<file path="src/rtl/bis_pkg.sv">
// Shared types and constants for the binary insertion sorter.
package bis_pkg;

	localparam int DATA_W = 32;

	typedef logic signed [DATA_W-1:0] data_t;

	typedef enum logic {
		ST_FILL,
		ST_DRAIN
	} state_t;

	typedef struct packed {
		logic  ins;
		logic  drain;
		data_t din;
	} cell_ctrl_t;

endpackage

</file>
<file path="src/rtl/bis_cell.sv">
// One storage cell of the sorting chain: compares, takes the new value or shifts.
module bis_cell (
	input  logic               clk,
	input  logic               arst_n,
	input  bis_pkg::cell_ctrl_t ctrl,
	input  logic               prev_ge,
	input  bis_pkg::data_t     prev_value,
	input  logic               prev_valid,
	input  bis_pkg::data_t     next_value,
	input  logic               next_valid,
	output logic               ge,
	output bis_pkg::data_t     value,
	output logic               valid
);
	import bis_pkg::*;

	data_t value_q;
	logic  valid_q;

	// an empty cell counts as greater than any value
	assign ge    = !valid_q || (value_q >= ctrl.din);
	assign value = value_q;
	assign valid = valid_q;

	always_ff @(posedge clk or negedge arst_n) begin
		if (!arst_n) begin
			valid_q <= 1'b0;
		end else if (ctrl.drain) begin
			valid_q <= next_valid;
		end else if (ctrl.ins && ge) begin
			valid_q <= prev_ge ? prev_valid : 1'b1;
		end
	end

	always_ff @(posedge clk) begin
		if (ctrl.drain) begin
			value_q <= next_value;
		end else if (ctrl.ins && ge) begin
			value_q <= prev_ge ? prev_value : ctrl.din;
		end
	end

endmodule
</file>
<file path="config.mk">
export PLATFORM = sky130hd
export DESIGN_NAME = bis_cell
export DESIGN_NICKNAME = d
export VERILOG_FILES = /design/src/rtl/bis_pkg.sv /design/src/rtl/bis_cell.sv
export SDC_FILE = /design/constraint.sdc
export NUM_CORES = 1
export LEC_CHECK = 0
export CORE_ASPECT_RATIO = 0.9
export CORE_MARGIN = 2
export CORE_UTILIZATION = 65
export CTS_BUF_LIST = sky130_fd_sc_hd__clkbuf_8
export CTS_CLUSTER_DIAMETER = 80
export DETAILED_ROUTE_END_ITERATION = 8
export DONT_BUFFER_PORTS = 1
export MAX_ROUTING_LAYER = met4
export PLACE_DENSITY = 0.78
export SETUP_SLACK_MARGIN = 0.15
export SYNTH_ARGS = -nofsm -noshare
export SYNTH_HDL_FRONTEND = slang
export SYNTH_SLANG_ARGS = --single-unit
</file>
<file path="constraint.sdc">
create_clock -name clk -period 7.65 [get_ports clk]
set_input_delay 1.9125 -clock clk [delete_from_list [all_inputs] [get_ports clk]]
set_output_delay 1.9125 -clock clk [all_outputs]
set_load 0.01 [all_outputs]
</file>
* Word-level counts from Yosys, hierarchy flattened
Index checks and enable logic that the tools add are counted.
** Word-level totals
- Logic and storage cells :: 13
- Bits in latches :: 0
- Output and inout bits :: 34
- Bits in registers :: 33
- Input port bits :: 103
- Memories kept :: 0
- Memory bits (writable) :: 0
- Memory bits (read-only) :: 0
** Cells by class
- Eq/ne operators :: 0
- Shifts and indexed selects :: 0
- $mul :: 0
- Bitwise operators :: 0
- Multiplexer cells :: 6
- $add $sub $neg :: 0
- Reduce and logical (&&, ||, !) cells :: 4
- Divide/modulo/power cells :: 0
- $lt $le $gt $ge :: 1
** Operators by type and width (number)
- $mux W32 :: 3
- $ge A32 B32 Y1 :: 1
- $mux W1 :: 3
- $reduce_bool A2 Y1 :: 1
- $logic_and A1 B1 Y1 :: 1
- $logic_not A1 Y1 :: 1
- $logic_or A1 B1 Y1 :: 1

* Longest topological paths before layout
- Word-level depth :: 5
- Depth in mapped cells :: 8
- Depth with buffers taken out :: 8

* Least setup slack after synthesis
No wires, ideal clock.
- Path kind :: in2reg
- Start point :: in ctrl[1] (netlist name)
- End point :: reg value_q[0], in the netlist value[0] (enable)
- Data required time :: 7.170 ns
- Setup slack :: 1.588 ns
- Cell stages on the path :: 8
- Setup time :: 0.480 ns
- Arrival time :: 5.582 ns
- Cell sequence :: inv_1 -> ha_1 -> nor2b_1 -> o211ai_1 -> a2111oi_1 -> o31ai_2 -> nor3b_2 -> a311oi_1
** Between the ends
- Longest elaborated chain between the ends :: 4
** RTL lines
- start, declared :: line bis_cell.sv:5 : input bis_pkg::cell_ctrl_t ctrl,
- $ge A32 B32 Y1 :: line bis_cell.sv:21 : assign ge = !valid_q || (value_q >= ctrl.din);
- $logic_or A1 B1 Y1 :: line bis_cell.sv:21
- $logic_and A1 B1 Y1 :: line bis_cell.sv:38 : end else if (ctrl.ins && ge) begin
- $reduce_bool A2 Y1 (no source line)
- end signal, assigned :: line bis_cell.sv:37 : value_q <= next_value;
- end signal, assigned :: line bis_cell.sv:39 : value_q <= prev_ge ? prev_value : ctrl.din;
- end, declared :: line bis_cell.sv:17 : data_t value_q;
Every way passes these cells.
A chain may end at the register's enable or synchronous reset.

* Worst setup path in the final report
- Start point :: in ctrl[7] (netlist name)
- End point :: out ge
** Between the ends
- Longest elaborated chain between the ends :: 2
** RTL lines
- $ge A32 B32 Y1 :: line bis_cell.sv:21
- $logic_or A1 B1 Y1 :: line bis_cell.sv:21
- end, declared :: line bis_cell.sv:11 : output logic ge,
Every way passes these cells.

==> flow_metrics.env <==
export IMPL_critPathBufInv=1
export IMPL_cts_resized=0
export IMPL_finalCritPeriodShare=0.711
export IMPL_drive_gt1_frac=0.0446
export IMPL_syn_area_per_cell_um2=9.39
export IMPL_core_um2=3730
export IMPL_cp_top_family="compound AO/OA/AOI/OAI gates"
export IMPL_cp_end_kind="primary output"
export IMPL_synth_async_reset_ratio=0.0303
export IMPL_period_minus_slack_ns=5.44
export IMPL_grt_remaining_overflow=0
export IMPL_drtIter0Drc=129
export IMPL_powerDensity_nw_per_um2=194
export IMPL_start_util=0.682
export IMPL_cts_buffer_depth=2
export IMPL_io_buffer_count=0
export IMPL_r2r_slack_ns=4.39
export IMPL_viasPerCell=6.20
export IMPL_tns_ns=0
export IMPL_reg2reg_to="value[23]$_DFFE_PP_"
export IMPL_rows=21
export IMPL_antenna_found_initial=0
export IMPL_syn_inst=271
export IMPL_rsz0062_at_grt="no"
export IMPL_relSlewSlack=0.511
export IMPL_syn_to_final_growth_pct=4.67
export IMPL_first_pass_iters=4
export IMPL_die_h_um=63.4
export IMPL_reg2reg_depth=8
export IMPL_cts_hold_buf=0
export IMPL_yosysWarningCount=0
export IMPL_synth_net_count=406
export IMPL_grt_pass1_vias=1920
export IMPL_io_pins=137
export IMPL_yosysSeqAreaShare=0.387
export IMPL_numCtsBuffers=5
export IMPL_synth_edf_count=32
export IMPL_vias=1952
export IMPL_hold_viol=0
export IMPL_grt_pass1_wl_mm=8.57
export IMPL_clkTransAtPathRegs_ns=0.07
export IMPL_p_leak_nw=1.22
export IMPL_crit_path_frequent_cell="a21oi_1"
export IMPL_crit_type="input port to primary output"
export IMPL_finalNetCount=403
export IMPL_dp_hpwl_mm=4.29
export IMPL_cp_endpoint="ge"
export IMPL_peakVddDrop_mv=0.133
export IMPL_cp_startpoint="ctrl[7]"
export IMPL_slowest_stage="a221o_1"
export IMPL_fp_dieW_um=70.0
export IMPL_synth_main_ff_cell="edfxtp_1"
export IMPL_slew_violations=0
export IMPL_die_area_um2=4430
export IMPL_ant_nets=0
export IMPL_grt_max_degree=70
export IMPL_routedWlPerCell_um=17.2
export IMPL_setup_viol=0
export IMPL_outcome="completed"
export IMPL_r2r_start="value[31]$_DFFE_PP_"
export IMPL_critPathLaunchType="input port"
export IMPL_cts_tree="built"
export IMPL_htree_levels=2
export IMPL_cp_num_cells=8
export IMPL_postCtsSetupBuffers=0
export IMPL_fmax_mhz=184
export IMPL_cts_sinks=33
export IMPL_drt_wl_total_mm=5.43
export IMPL_cap_violations=0
export IMPL_place_congestion=0.788
export IMPL_netlist_area_um2=2540
export IMPL_critPathArrivalTime_ns=3.53
export IMPL_crit_chain="inv_1 -> ha_1 -> a21oi_1 -> o21ai_0 -> a221o_1 -> o31ai_2 -> a21oi_1 -> nand3b_1"
export IMPL_filler_cell_count=292
export IMPL_cp_max_fo=3
export IMPL_clock_root_buffer="clkbuf_8"
export IMPL_worst_slew_pin_slew_ns=0.733
export IMPL_ys_types=28
export IMPL_grt_total_usage=0.254
export IMPL_max_stage_delay_ns=0.32
export IMPL_drc=0
export IMPL_hold_path_class="flip-flop to flip-flop"
export IMPL_worst_ep_required_time_ns=5.74
export IMPL_num_antenna_cells=0
export IMPL_finClkSkew_ns=0.00898
export IMPL_final_core_util=0.714
export IMPL_min_path_cells=4
export IMPL_insertion_delay_ns=0.29
export IMPL_ys_ff_latch=33
## layout make-up
| class | instances | area (um^2) | area share |
|---|---|---|---|
| Sequential cell | 33 | 986 | 0.370 |
| Clock buffer | 5 | 68.8 | 0.0258 |
| Timing Repair Buffer | 1 | 7.51 | 0.00282 |
| Tap cell | 46 | 57.6 | 0.0216 |
| Clock inverter | 3 | 12.5 | 0.00470 |
| Inverter | 34 | 128 | 0.0479 |
| Multi-Input combinational cell | 193 | 1400 | 0.527 |
## tightest hold or removal path: stages (launching register included)
cell      delay (ns)
dfrtp_1         0.44
o22ai_1         0.11
nor2_1          0.09
a21oi_1         0.06
nand3b_1        0.07
## power breakdown
part           total (W)  internal (W)  switching [W]
Combinational   0.000119     0.0000518      0.0000669
Clock           0.000126     0.0000612      0.0000649
Sequential      0.000271      0.000237      0.0000341
## routing by layer
| layer | global-route usage | wire, um | part of all wire |
|---|---|---|---|
| met1 | 0.311 | 2240 | 0.41 |
| met2 | 0.413 | 2600 | 0.48 |
| met3 | 0.0592 | 479 | 0.088 |
| met4 | 0.0938 | 110 | 0.020 |
| met5 | - | 0 | 0 |
## layout by cell type (no fill, tap or decap), types with 2 or more instances in the layout
| master | netlist | final |
|---|---|---|
| a21oi_1 | 16 | 16 |
| o21ai_0 | 36 | 36 |
| nor2_1 | 7 | 7 |
| mux2i_1 | 32 | 32 |
| nand4_1 | 8 | 8 |
| clkinv_1 | 0 | 2 |
| inv_1 | 34 | 34 |
| ha_1 | 32 | 32 |
| nand3_1 | 5 | 5 |
| nand3b_1 | 4 | 4 |
| edfxtp_1 | 32 | 32 |
| nand2_1 | 39 | 39 |
| clkbuf_8 | 0 | 5 |
## logic make-up after synthesis
kind of cell             synth area share
buffers and inverters              0.0678
flip-flops                          0.387
AO/OA/AOI/OAI                       0.129
multiplexers                        0.126
adder cells (fa/ha/maj)             0.157
AND/OR/NAND/NOR                     0.132
## cells in the mapped netlist, types with 3 or more instances
cell type  number  area share
a21oi_1        16       0.031
nand3_1         5      0.0098
nor2_1          7       0.010
nand2_1        39       0.058
mux2i_1        32        0.13
o21ai_0        36       0.071
edfxtp_1       32        0.38
nand3b_1        4       0.012
inv_1          34       0.050
ha_1           32        0.16
nand4_1         8       0.020
buf_2           3      0.0059
clkbuf_1        8       0.012
## worst min-delay path by stage
stage                                  from           endpoint
final                     valid$_DFFE_PN0P_  valid$_DFFE_PN0P_
after global routing      valid$_DFFE_PN0P_  valid$_DFFE_PN0P_
after CTS                 valid$_DFFE_PN0P_  valid$_DFFE_PN0P_
after detailed placement  valid$_DFFE_PN0P_  valid$_DFFE_PN0P_
after global placement    valid$_DFFE_PN0P_  valid$_DFFE_PN0P_
after floorplan           valid$_DFFE_PN0P_  valid$_DFFE_PN0P_
## metrics by stage
step | instances | worst slack, ns | cell area (um^2) | hold WS, ns | total power [W]
global route | 315 | 2.09 | 2660 | 0.834 | 0.000547
detailed placement | 307 | 2.21 | 2580 | 0.784 | 0.000394
global placement | 307 | 2.29 | 2580 | 0.763 | 0.000387
floorplan | 271 | 1.59 | 2540 | 0.693 | 0.000367
finish | 315 | 2.21 | 2660 | 0.800 | 0.000516
CTS | 315 | 2.20 | 2660 | 0.802 | 0.000519
## registers in the layout (all words and copies together), names as in the netlist
signal / flops
valid: 1
value: 32
Power figures use the tool's default switching activity.
